[config.mk]
export PLATFORM = sky130hd
export DESIGN_NAME = token_splitter_with_comments
export DESIGN_NICKNAME = d
export VERILOG_FILES = /design/src/hdl/tks_pkg.sv /design/src/hdl/tks_step.sv /design/src/hdl/tks_out_queue.sv /design/src/hdl/token_splitter_with_comments.sv
export VERILOG_INCLUDE_DIRS = /design/src /design/src/hdl
export SDC_FILE = /design/constraint.sdc
export NUM_CORES = 1
export LEC_CHECK = 0
export BUFFER_PORTS_ARGS = -buffer_cell sky130_fd_sc_hd__buf_2
export CORE_UTILIZATION = 55
export DETAILED_ROUTE_END_ITERATION = 7
export PLACE_DENSITY = 0.74
export RECOVER_POWER = 100
export SYNTH_ARGS = -nofsm -noshare
export SYNTH_HDL_FRONTEND = slang
export SYNTH_SLANG_ARGS = --single-unit
[constraint.sdc]
create_clock -name clk -period 2.62 [get_ports clk]
set_input_delay 0.131 -clock clk [delete_from_list [all_inputs] [get_ports clk]]
set_output_delay 0.131 -clock clk [all_outputs]
set_load 0.005 [all_outputs]
[src/hdl/token_splitter_with_comments_macros.svh]
// ----------------------------------------------------------------------------
// Token splitter assertion macros
// Shared concurrent assertion forms, clocked on clk and disabled in reset.
// ----------------------------------------------------------------------------
`ifndef TOKEN_SPLITTER_WITH_COMMENTS_MACROS_SVH
`define TOKEN_SPLITTER_WITH_COMMENTS_MACROS_SVH

`ifndef NO_ASSERTIONS
// same-cycle implication
`define TKS_ASSERT_IMP(lbl, ante, cons) \
	lbl: assert property (@(posedge clk) disable iff (!arst_n) (ante) |-> (cons)) \
		else $error("assertion failed");
// next-cycle implication
`define TKS_ASSERT_NXT(lbl, ante, cons) \
	lbl: assert property (@(posedge clk) disable iff (!arst_n) (ante) |=> (cons)) \
		else $error("assertion failed");
`else
`define TKS_ASSERT_IMP(lbl, ante, cons)
`define TKS_ASSERT_NXT(lbl, ante, cons)
`endif

`endif

[src/hdl/tks_pkg.sv]
// ----------------------------------------------------------------------------
// Token splitter package
// Types, character codes and result helpers shared by the splitter modules.
// ----------------------------------------------------------------------------
package tks_pkg;

	localparam int TOKEN_LIMIT_DEF = 128;
	localparam int COUNT_W         = 8;
	localparam int MAX_RES         = 3;

	localparam logic [7:0] CH_NUL     = 8'd0;
	localparam logic [7:0] CH_NEWLINE = 8'd10;
	localparam logic [7:0] CH_SPACE   = 8'd32;
	localparam logic [7:0] CH_QUOTE   = 8'd34;
	localparam logic [7:0] CH_SLASH   = 8'd47;

	typedef enum logic [2:0] {
		MODE_SKIP    = 3'd0,
		MODE_SLASH   = 3'd1,
		MODE_COMMENT = 3'd2,
		MODE_QUOTE   = 3'd3,
		MODE_WORD    = 3'd4
	} mode_t;

	typedef enum logic [1:0] {
		KIND_BYTE   = 2'd0,
		KIND_END    = 2'd1,
		KIND_BUFEND = 2'd2
	} kind_t;

	typedef struct packed {
		kind_t               kind;
		logic [7:0]          char_value;
		logic [COUNT_W-1:0]  token_length;
		logic                overflow;
		logic                last;
	} result_t;

	function automatic result_t mk_byte(input logic [7:0] c);
		result_t r;
		r = '0;
		r.kind       = KIND_BYTE;
		r.char_value = c;
		return r;
	endfunction

	function automatic result_t mk_end(input logic [COUNT_W-1:0] len, input logic ov);
		result_t r;
		r = '0;
		r.kind         = KIND_END;
		r.token_length = len;
		r.overflow     = ov;
		return r;
	endfunction

	function automatic result_t mk_bufend();
		result_t r;
		r = '0;
		r.kind = KIND_BUFEND;
		return r;
	endfunction

endpackage

[src/hdl/tks_step.sv]
// ----------------------------------------------------------------------------
// Token splitter step logic
// Decodes one byte against the scan mode and token count into up to three
// results and the next mode and count.
// ----------------------------------------------------------------------------
module tks_step #(
	parameter int TOKEN_LIMIT = tks_pkg::TOKEN_LIMIT_DEF
) (
	input  tks_pkg::mode_t                  mode,
	input  logic [tks_pkg::COUNT_W-1:0]     count,
	input  logic [7:0]                      text_byte,
	output tks_pkg::mode_t                  mode_d,
	output logic [tks_pkg::COUNT_W-1:0]     count_d,
	output logic [1:0]                      res_n,
	output tks_pkg::result_t                res [tks_pkg::MAX_RES]
);

	localparam logic [tks_pkg::COUNT_W-1:0] LIMIT_C  = TOKEN_LIMIT[tks_pkg::COUNT_W-1:0];
	localparam logic [tks_pkg::COUNT_W-1:0] QLIMIT_C = LIMIT_C - 8'd1;

	tks_pkg::result_t r [tks_pkg::MAX_RES];
	logic [1:0]       n;

	always_comb begin
		n       = 2'd0;
		mode_d  = mode;
		count_d = count;
		for (int i = 0; i < tks_pkg::MAX_RES; i++) r[i] = '0;

		unique case (mode)
			tks_pkg::MODE_SLASH: begin
				if (text_byte == tks_pkg::CH_SLASH) begin
					mode_d = tks_pkg::MODE_COMMENT;
				end else begin
					// lone slash starts a token; both bytes fit if the limit is two or more
					r[0] = tks_pkg::mk_byte(tks_pkg::CH_SLASH);
					if (text_byte > tks_pkg::CH_SPACE) begin
						r[1]    = tks_pkg::mk_byte(text_byte);
						n       = 2'd2;
						mode_d  = tks_pkg::MODE_WORD;
						count_d = 8'd2;
					end else begin
						r[1]    = tks_pkg::mk_end(8'd1, 1'b0);
						mode_d  = tks_pkg::MODE_SKIP;
						count_d = '0;
						if (text_byte == tks_pkg::CH_NUL) begin
							r[2] = tks_pkg::mk_bufend();
							n    = 2'd3;
						end else begin
							n = 2'd2;
						end
					end
				end
			end
			tks_pkg::MODE_COMMENT: begin
				if (text_byte == tks_pkg::CH_NUL) begin
					r[0]    = tks_pkg::mk_bufend();
					n       = 2'd1;
					mode_d  = tks_pkg::MODE_SKIP;
					count_d = '0;
				end else if (text_byte == tks_pkg::CH_NEWLINE) begin
					mode_d = tks_pkg::MODE_SKIP;
				end
			end
			tks_pkg::MODE_QUOTE: begin
				if (text_byte == tks_pkg::CH_QUOTE || text_byte == tks_pkg::CH_NUL) begin
					r[0]    = tks_pkg::mk_end(count, 1'b0);
					mode_d  = tks_pkg::MODE_SKIP;
					count_d = '0;
					if (text_byte == tks_pkg::CH_NUL) begin
						r[1] = tks_pkg::mk_bufend();
						n    = 2'd2;
					end else begin
						n = 2'd1;
					end
				end else if (count < QLIMIT_C) begin
					r[0]    = tks_pkg::mk_byte(text_byte);
					n       = 2'd1;
					count_d = count + 8'd1;
				end
			end
			tks_pkg::MODE_WORD: begin
				if (text_byte > tks_pkg::CH_SPACE) begin
					if (count < LIMIT_C) begin
						r[0]    = tks_pkg::mk_byte(text_byte);
						n       = 2'd1;
						count_d = count + 8'd1;
					end
				end else begin
					r[0]    = (count >= LIMIT_C) ? tks_pkg::mk_end('0, 1'b1)
					                              : tks_pkg::mk_end(count, 1'b0);
					mode_d  = tks_pkg::MODE_SKIP;
					count_d = '0;
					if (text_byte == tks_pkg::CH_NUL) begin
						r[1] = tks_pkg::mk_bufend();
						n    = 2'd2;
					end else begin
						n = 2'd1;
					end
				end
			end
			default: begin
				mode_d = tks_pkg::MODE_SKIP;
				if (text_byte == tks_pkg::CH_NUL) begin
					r[0]    = tks_pkg::mk_bufend();
					n       = 2'd1;
					count_d = '0;
				end else if (text_byte <= tks_pkg::CH_SPACE) begin
					// whitespace
				end else if (text_byte == tks_pkg::CH_SLASH) begin
					mode_d = tks_pkg::MODE_SLASH;
				end else if (text_byte == tks_pkg::CH_QUOTE) begin
					mode_d  = tks_pkg::MODE_QUOTE;
					count_d = '0;
				end else begin
					r[0]    = tks_pkg::mk_byte(text_byte);
					n       = 2'd1;
					mode_d  = tks_pkg::MODE_WORD;
					count_d = 8'd1;
				end
			end
		endcase

		case (n)
			2'd1:    r[0].last = 1'b1;
			2'd2:    r[1].last = 1'b1;
			2'd3:    r[2].last = 1'b1;
			default: ;
		endcase
	end

	assign res_n = n;
	assign res   = r;

endmodule

[src/hdl/tks_out_queue.sv]
// ----------------------------------------------------------------------------
// Token splitter result queue
// Holds the results of one byte in registers and hands them out in order.
// ----------------------------------------------------------------------------
`include "token_splitter_with_comments_macros.svh"

module tks_out_queue (
	input  logic              clk,
	input  logic              arst_n,
	input  logic              push,
	input  logic [1:0]        push_n,
	input  tks_pkg::result_t  push_res [tks_pkg::MAX_RES],
	output logic              can_push,
	output logic              out_valid,
	input  logic              out_ready,
	output tks_pkg::result_t  head
);

	tks_pkg::result_t slot_q [tks_pkg::MAX_RES];
	logic [1:0]       cnt_q;
	logic             pop;

	assign out_valid = (cnt_q != 2'd0);
	assign pop       = out_valid && out_ready;
	// a new item may load once the last held result leaves this cycle
	assign can_push  = (cnt_q == 2'd0) || ((cnt_q == 2'd1) && out_ready);
	assign head      = slot_q[0];

	always_ff @(posedge clk or negedge arst_n) begin
		if (!arst_n) begin
			cnt_q <= 2'd0;
		end else if (push) begin
			cnt_q <= push_n;
		end else if (pop) begin
			cnt_q <= cnt_q - 2'd1;
		end
	end

	always_ff @(posedge clk) begin
		if (push) begin
			slot_q <= push_res;
		end else if (pop) begin
			slot_q[0] <= slot_q[1];
			slot_q[1] <= slot_q[2];
		end
	end

	`TKS_ASSERT_IMP(a_last_on_final, cnt_q == 2'd1, slot_q[0].last)
	`TKS_ASSERT_IMP(a_no_early_last, cnt_q > 2'd1, !slot_q[0].last)
	`TKS_ASSERT_NXT(a_push_shows, push && push_n != 2'd0, out_valid)
	`TKS_ASSERT_NXT(a_empty_push, push && push_n == 2'd0, !out_valid)

endmodule

[src/hdl/token_splitter_with_comments.sv]
// The first result of an item is on the output ports in the cycle after it is accepted.
// One byte per cycle while each byte yields at most one result and out_ready is high; a byte
// that yields two or three results holds the input until the single result port has drained
// all but the last of them from the result queue.
// Reset (arst_n low, asynchronous): skip-whitespace mode, token count zero, queue empty.
// ----------------------------------------------------------------------------
// Token splitter top level
// Streams buffer bytes into tokens, skipping whitespace and line comments.
// ----------------------------------------------------------------------------
`include "token_splitter_with_comments_macros.svh"

module token_splitter_with_comments #(
	parameter int TOKEN_LIMIT = tks_pkg::TOKEN_LIMIT_DEF
) (
	input  logic        clk,
	input  logic        arst_n,
	input  logic        in_valid,
	output logic        in_ready,
	input  logic [7:0]  text_byte,
	output logic        out_valid,
	input  logic        out_ready,
	output logic [1:0]  kind,
	output logic [7:0]  char_value,
	output logic [7:0]  token_length,
	output logic        overflow,
	output logic        last
);

	localparam logic [tks_pkg::COUNT_W-1:0] LIMIT_C = TOKEN_LIMIT[tks_pkg::COUNT_W-1:0];

	tks_pkg::mode_t               mode_q, mode_d;
	logic [tks_pkg::COUNT_W-1:0]  count_q, count_d;
	logic [1:0]                   res_n;
	tks_pkg::result_t             res [tks_pkg::MAX_RES];
	tks_pkg::result_t             head;
	logic                         accept;

	assign accept = in_valid && in_ready;

	tks_step #(
		.TOKEN_LIMIT (TOKEN_LIMIT)
	) u_step (
		.mode      (mode_q),
		.count     (count_q),
		.text_byte (text_byte),
		.mode_d    (mode_d),
		.count_d   (count_d),
		.res_n     (res_n),
		.res       (res)
	);

	tks_out_queue u_queue (
		.clk       (clk),
		.arst_n    (arst_n),
		.push      (accept),
		.push_n    (res_n),
		.push_res  (res),
		.can_push  (in_ready),
		.out_valid (out_valid),
		.out_ready (out_ready),
		.head      (head)
	);

	always_ff @(posedge clk or negedge arst_n) begin
		if (!arst_n) begin
			mode_q  <= tks_pkg::MODE_SKIP;
			count_q <= '0;
		end else if (accept) begin
			mode_q  <= mode_d;
			count_q <= count_d;
		end
	end

	assign kind         = head.kind;
	assign char_value   = head.char_value;
	assign token_length = head.token_length;
	assign overflow     = head.overflow;
	assign last         = head.last;

	`TKS_ASSERT_IMP(a_idle_count, mode_q == tks_pkg::MODE_SKIP || mode_q == tks_pkg::MODE_SLASH || mode_q == tks_pkg::MODE_COMMENT, count_q == '0)
	`TKS_ASSERT_IMP(a_word_count, mode_q == tks_pkg::MODE_WORD, count_q != '0 && count_q <= LIMIT_C)
	`TKS_ASSERT_IMP(a_quote_count, mode_q == tks_pkg::MODE_QUOTE, count_q < LIMIT_C)

endmodule
After elaboration in Yosys (flattened, before gate mapping) --
Cells that the tools add are included. Widths: inputs -> output; s select.
Storage, ports and cells: flip-flop bits (word level) 73, input bits 12, output and inout port bits 22
Operators by class: equal/unequal tests 20, order comparisons 5, reduce and logical (&&, ||, !) cells 12, bitwise operators 1, multiplexer cells 60, add/sub/neg operators 2
Operators by type and width (count):
- $mux 20 | 8
- $mux 40 | 2
- $pmux 20 s4 | 1
- $mux 8 | 9
- $pmux 20 s3 | 1
- $mux 56 | 1
- $mux 18 | 3
- $pmux 8 s4 | 1
- $mux 3 | 10
- $mux 2 | 10
- $mux 19 | 1
- $eq 8x6->1 const B | 2
- $pmux 3 s4 | 1
- $mux 1 | 10
- $mux 10 | 1
- $add 8x1->8 const B | 1
- $eq 8x4->1 const B | 1
- $ge 8x8->1 const B | 1
- $gt 8x6->1 const B | 1
- $le 8x6->1 const B | 1
- $logic_not 8->1 | 1
- $lt 8x7->1 const B | 1
- $lt 8x8->1 const B | 1
- $pmux 2 s4 | 1
- 20 further kinds | 30

Depth between registers and ports, before layout --
word-level depth 9, gate-level depth with buffers 11, mapped depth without buffers 10

Cells and area by module --
A second synthesis with hierarchy kept.
Second synthesis, totals: cell total of the unflattened synthesis 359, area, all modules 4302.9 sq um
By module, submodules not included:
- tks_out_queue | instances 1, cells each 143, area each 2598.7 sq um
- tks_step | instances 1, cells each 191, area each 1249.9 sq um
- token_splitter_with_comments | instances 1, cells each 25, area each 454.2 sq um

Worst setup path before layout --
No wires, ideal clock.
path kind register to register, start point register count_q[0] (netlist name), end point register count_q[1] (netlist name), stages on the path, launching flop included 10, setup slack 629 ps, buffers on the path 2, arrival 1861 ps, path through dfrtp_1 ha_1 and3_1 clkbuf_1 a41o_1 a31oi_1 nand3_2 buf_6 a221oi_1 a21oi_1
On the way: cells in the longest elaborated chain, start to end 4, elaborated cells on any way between the ends 11
Ends and longest elaborated chain:
- start: declaration | RTL line token_splitter_with_comments.sv:32 | logic [tks_pkg::COUNT_W-1:0] count_q, count_d;
- start signal: assignment | RTL line token_splitter_with_comments.sv:70 | count_q <= count_d;
- $add 8x1->8 | RTL line tks_step.sv:79, tks_step.sv:87
- $mux 8 (on tied branches) | RTL line tks_step.sv:84, tks_step.sv:76
- $mux 8 (on tied branches) | RTL line tks_step.sv:83, tks_step.sv:66
- $pmux 8 s4 | RTL line tks_step.sv:30 | unique case (mode)
Parallel ways exist; a longest one is shown, timed or not. The select of a mux whose other input is x is not followed. A chain may end at the register's enable or synchronous reset.

Final worst setup path --
start point register u_queue.cnt_q[0], end point register u_queue.slot_q[35] (netlist name), data pin
On the way: cells in the longest elaborated chain, start to end 5, elaborated cells on any way between the ends 6
Ends and longest elaborated chain:
- start: declaration | RTL line tks_out_queue.sv:20 | logic [1:0] cnt_q;
- start signal: assignment | RTL line tks_out_queue.sv:33 | cnt_q <= push_n;
- start signal: assignment | RTL line tks_out_queue.sv:35 | cnt_q <= cnt_q - 2'd1;
- $eq 2x1->1 | RTL line tks_out_queue.sv:26 | assign can_push = (cnt_q == 2'd0) || ((cnt_q == 2'd1) && out_ready);
- $logic_and 1x1->1 | RTL line tks_out_queue.sv:26
- $logic_or 1x1->1 (*) | RTL line tks_out_queue.sv:26
- $logic_and 1x1->1 (*) | RTL line token_splitter_with_comments.sv:38 | assign accept = in_valid && in_ready;
- named net accept | RTL line token_splitter_with_comments.sv:36 | logic accept;
- $mux 40 (*) | RTL line tks_out_queue.sv:40 | if (push) begin
- end signal: assignment | RTL line tks_out_queue.sv:41 | slot_q <= push_res;
- end: declaration | RTL line tks_out_queue.sv:19 | tks_pkg::result_t slot_q [tks_pkg::MAX_RES];
Mark *: on every way through the listed nets, which the timed path passes. The rest lies on a longest branch.

==> results.md <==
- Finished Cell Area: 2930 um2
- CP Max Fanout: 12
- Clk_lat worst skew: 0.30 ns
- Vias per inst: 5.70
- Worst R2R Setup Slack: 0.26 ns
- Compound-cell area share of the yosys netlist: 0.173
- Largest family of logic cells by synthesized area: simple AND/OR/NAND/NOR gates
- Crit path largest cell delay: 0.40 ns
- Ys Warns: 0
- Adder-cell area share of the yosys netlist: 0.0186
- Final min period: 2.36 ns
- Final setup skew: 0.00331 ns
- Cells resized by post-CTS repair: 0
- Most used DFF post-synth: edfxtp_1
- 1st-iter DRT viols: 191
- Post-route setup TNS: 0 ns
- WL final: 5580 um
- Placeable Area: 4720 um2
- Worst vdd ir: 0.329 mV
- Worst setup SP type: flip-flop
- TritonCTS clock tree: yes
- Final count of hold timing violations: 0
- Layout cell share with drive strength beyond 1: 0.172
- Mux cell area share after synthesis: 0.00790
- CTS root buffer: clkbuf_8
- Drt first pass iters: 5
- Tot GR Track Use: 0.231
- Worst Path Required: 2.68 ns
- Die H: 72.0 um
- Delay-heaviest family, CP: simple AND/OR/NAND/NOR gates
- Num Clock Sinks: 46
- Status: finished, final reports clean
- Avg WL per Cell: 15.4 um
- Post-Syn Nets: 285
- Critical Path Slowest Stage Cell: dfrtp_1
- Die ar.: 5180 um2
- Placed cell count: 354
- Xor-xnor portion of the synthesized cell area: 0.0130
- Post-synthesis average cell area: 10.0 um2
- CTS clk-pin slew, worst paths: 0.08 ns
- Unique masters post-synth: 55
- First-pass GRT wire length: 9070 um
- Crit path DAT: 2.42 ns
- GPL Wtd Cong: 0.920
- RSZ-0062 raised after global routing: no
- Max Fclk: 0.425 GHz
- Asr flop ratio synth: 0.283
- Mapped Cells: 269
- Boundary pin count: 34
- GRT overflow: 0
- Initial core utilization: 0.570
- Site row count: 25
- Via count: 2068
- Setup violations, final: 0
- Antenna-violating nets left: 0
- H-tree depth: 2
- Most frequent CP cell: inv_1
- Pwr dens: 846 nW/um2
- CP endpoint kind: flip-flop
- DIE WIDTH: 72.0 um
- Buf/Inv on CP: 4
- Tightest Pin Transition: 0.963 ns
- Static Leak: 0.00121 uW
- Synth Cell Area: 2690 um2
- Tcrit/Tclk final: 0.899
- HPWL after DPL: 4090 um
- Max cap viols: 0
- Port buffer count: 33
- Dpl cell area: 2870 um2
- Fin. max-slew vios: 0
- Post-synthesis sequential area ratio: 0.489
- Area grow syn2layout: 8.69%
- Num CTS Buffers: 5
- # Post-CTS Setup Buffers: 0
- Hold Path Class: input port to flip-flop
- Initial antenna violation count: 0
- Post-Synth Simple-Gate Area: 0.211
- Drc violations: 0
- Non-Filler Instances: 363
- Worst setup path category: flip-flop to flip-flop
- Pwr Total: 2470 uW
- Vias in the first global route: 1845
- Synth Register Bits: 46
- Post-synth EDFFs: 33
- Nets@finish: 311
- Largest net degree at the start of global routing: 21
- Max_slew headroom: 0.350
- Worst path cell trace: inv_1 -> ha_1 -> a21oi_1 -> inv_1 -> nand2_1 -> inv_1 -> nand2_1 -> nor2_1 -> clkbuf_1 -> and3_1
- Clock Tree Buf Depth: 2
- ANT cells: 0
sequential cells by signal, indices dropped and copies added, names as in the netlist:
register / flops
mode_q: 3
count_q: 8
u_queue.slot_q: 13
u_queue.head: 20
u_queue.cnt_q: 2
cell type report:
cell class,instances,area (um2)
Fill cell,410,1800
Sequential cell,46,1320
Multi-Input combinational cell,182,1130
Timing Repair Buffer,48,245
Tap cell,67,83.8
Clock buffer,6,72.6
Inverter,12,45.0
Clock inverter,2,37.5
layer usage:
layer	vias up	share of wire	track usage
met5	-	0	0
met4	0	0.011	0.0697
met3	6	0.057	0.0486
met2	73	0.46	0.356
met1	966	0.47	0.331
li1	1023	-	-
worst register-to-register path, cell delays in order (launching register included):
cell,delay (ns)
dfrtp_1,0.40
inv_1,0.06
ha_1,0.23
a21oi_1,0.25
inv_1,0.09
nand2_1,0.16
inv_1,0.18
nand2_1,0.21
nor2_1,0.07
clkbuf_1,0.22
and3_1,0.25
where the power goes:
| group | switching (uW) | total [uW] | leakage [uW] | internal, uW |
|---|---|---|---|---|
| clock | 238 | 522 | 0.0000514 | 285 |
| sequential | 89.3 | 1120 | 0.000504 | 1030 |
| combinational | 512 | 835 | 0.000655 | 323 |
| total | 840 | 2470 | 0.00121 | 1640 |
through the flow:
| step | setup WS [ns] | hold slack (ns) | utilization |
|---|---|---|---|
| floorplan | 0.629 | -0.165 | - |
| global placement | 0.431 | 0.0409 | 0.607 |
| detailed placement | 0.397 | 0.0427 | 0.607 |
| CTS | 0.376 | 0.218 | 0.632 |
| global route | 0.0895 | 0.250 | 0.620 |
| finish | 0.264 | 0.217 | 0.620 |
logic make-up after synthesis:
family / after synthesis
simple gates: 105
compound gates: 67
flops: 46
buf+inv: 41
xor+xnor: 4
fa+ha+maj: 4
mux: 2
synth_stat cells (all sizes together) (2+ instances only):
library cell   n  area share
buf           21       0.060
ha             4       0.019
dfrtp         13        0.12
a211o          2      0.0065
a21oi         12       0.024
a22o           5       0.016
clkbuf         8       0.011
xnor2          3      0.0098
a311o          2      0.0074
nor3b          2      0.0074
a31oi          6       0.014
nand2b         7       0.016
nand2         26       0.036
and2           8       0.019
inv           12       0.017
nor2          21       0.029
o31ai          3      0.0084
a21o           2      0.0056
edfxtp        33        0.37
a221oi         2      0.0065
or3b           2      0.0065
nor3           9       0.020
o21ai         21       0.039
o41ai          2      0.0065
and3          12       0.028
or2            2      0.0046
nand3          8       0.017
cell usage in the layout (no fill, tap or decap), types with 3 or more instances in the layout:
| cell type | synthesis | layout |
|---|---|---|
| inv_1 | 12 | 12 |
| nand2_1 | 26 | 26 |
| xnor2_1 | 3 | 3 |
| ha_1 | 4 | 4 |
| edfxtp_1 | 33 | 33 |
| nand3_1 | 7 | 8 |
| nor3_1 | 7 | 7 |
| clkbuf_1 | 8 | 15 |
| buf_4 | 18 | 7 |
| nor2_1 | 21 | 21 |
| nand2b_1 | 7 | 7 |
| a22o_1 | 5 | 5 |
| buf_2 | 1 | 25 |
| and3_1 | 12 | 12 |
| a21oi_1 | 11 | 11 |
| and2_0 | 0 | 6 |
| o21ai_0 | 21 | 21 |
| clkbuf_8 | 0 | 5 |
| a31oi_1 | 6 | 6 |
| o31ai_1 | 3 | 3 |
| dfrtp_1 | 13 | 13 |
final timing paths:
kind | start | endpoint | depth (start not counted)
max | u_queue.cnt_q[0] | u_queue.slot_q[35] | 10
min | text_byte[4] | u_queue.slot_q[34] | 2
max reg2reg | u_queue.cnt_q[0] | u_queue.slot_q[35] | 10
min reg2reg | count_q[3] | count_q[3] | 1
max in group asynchronous | arst_n | mode_q[2] | 2
min in group asynchronous | arst_n | count_q[5] | 2
timing repair:
item / in CTS / in global routing
hold buffers: 1 / 0
hold endpoints to repair: 13 / 0
endpoints found under the setup margin: 0 / 0
No activity file was read; power rests on OpenSTA's default activity.
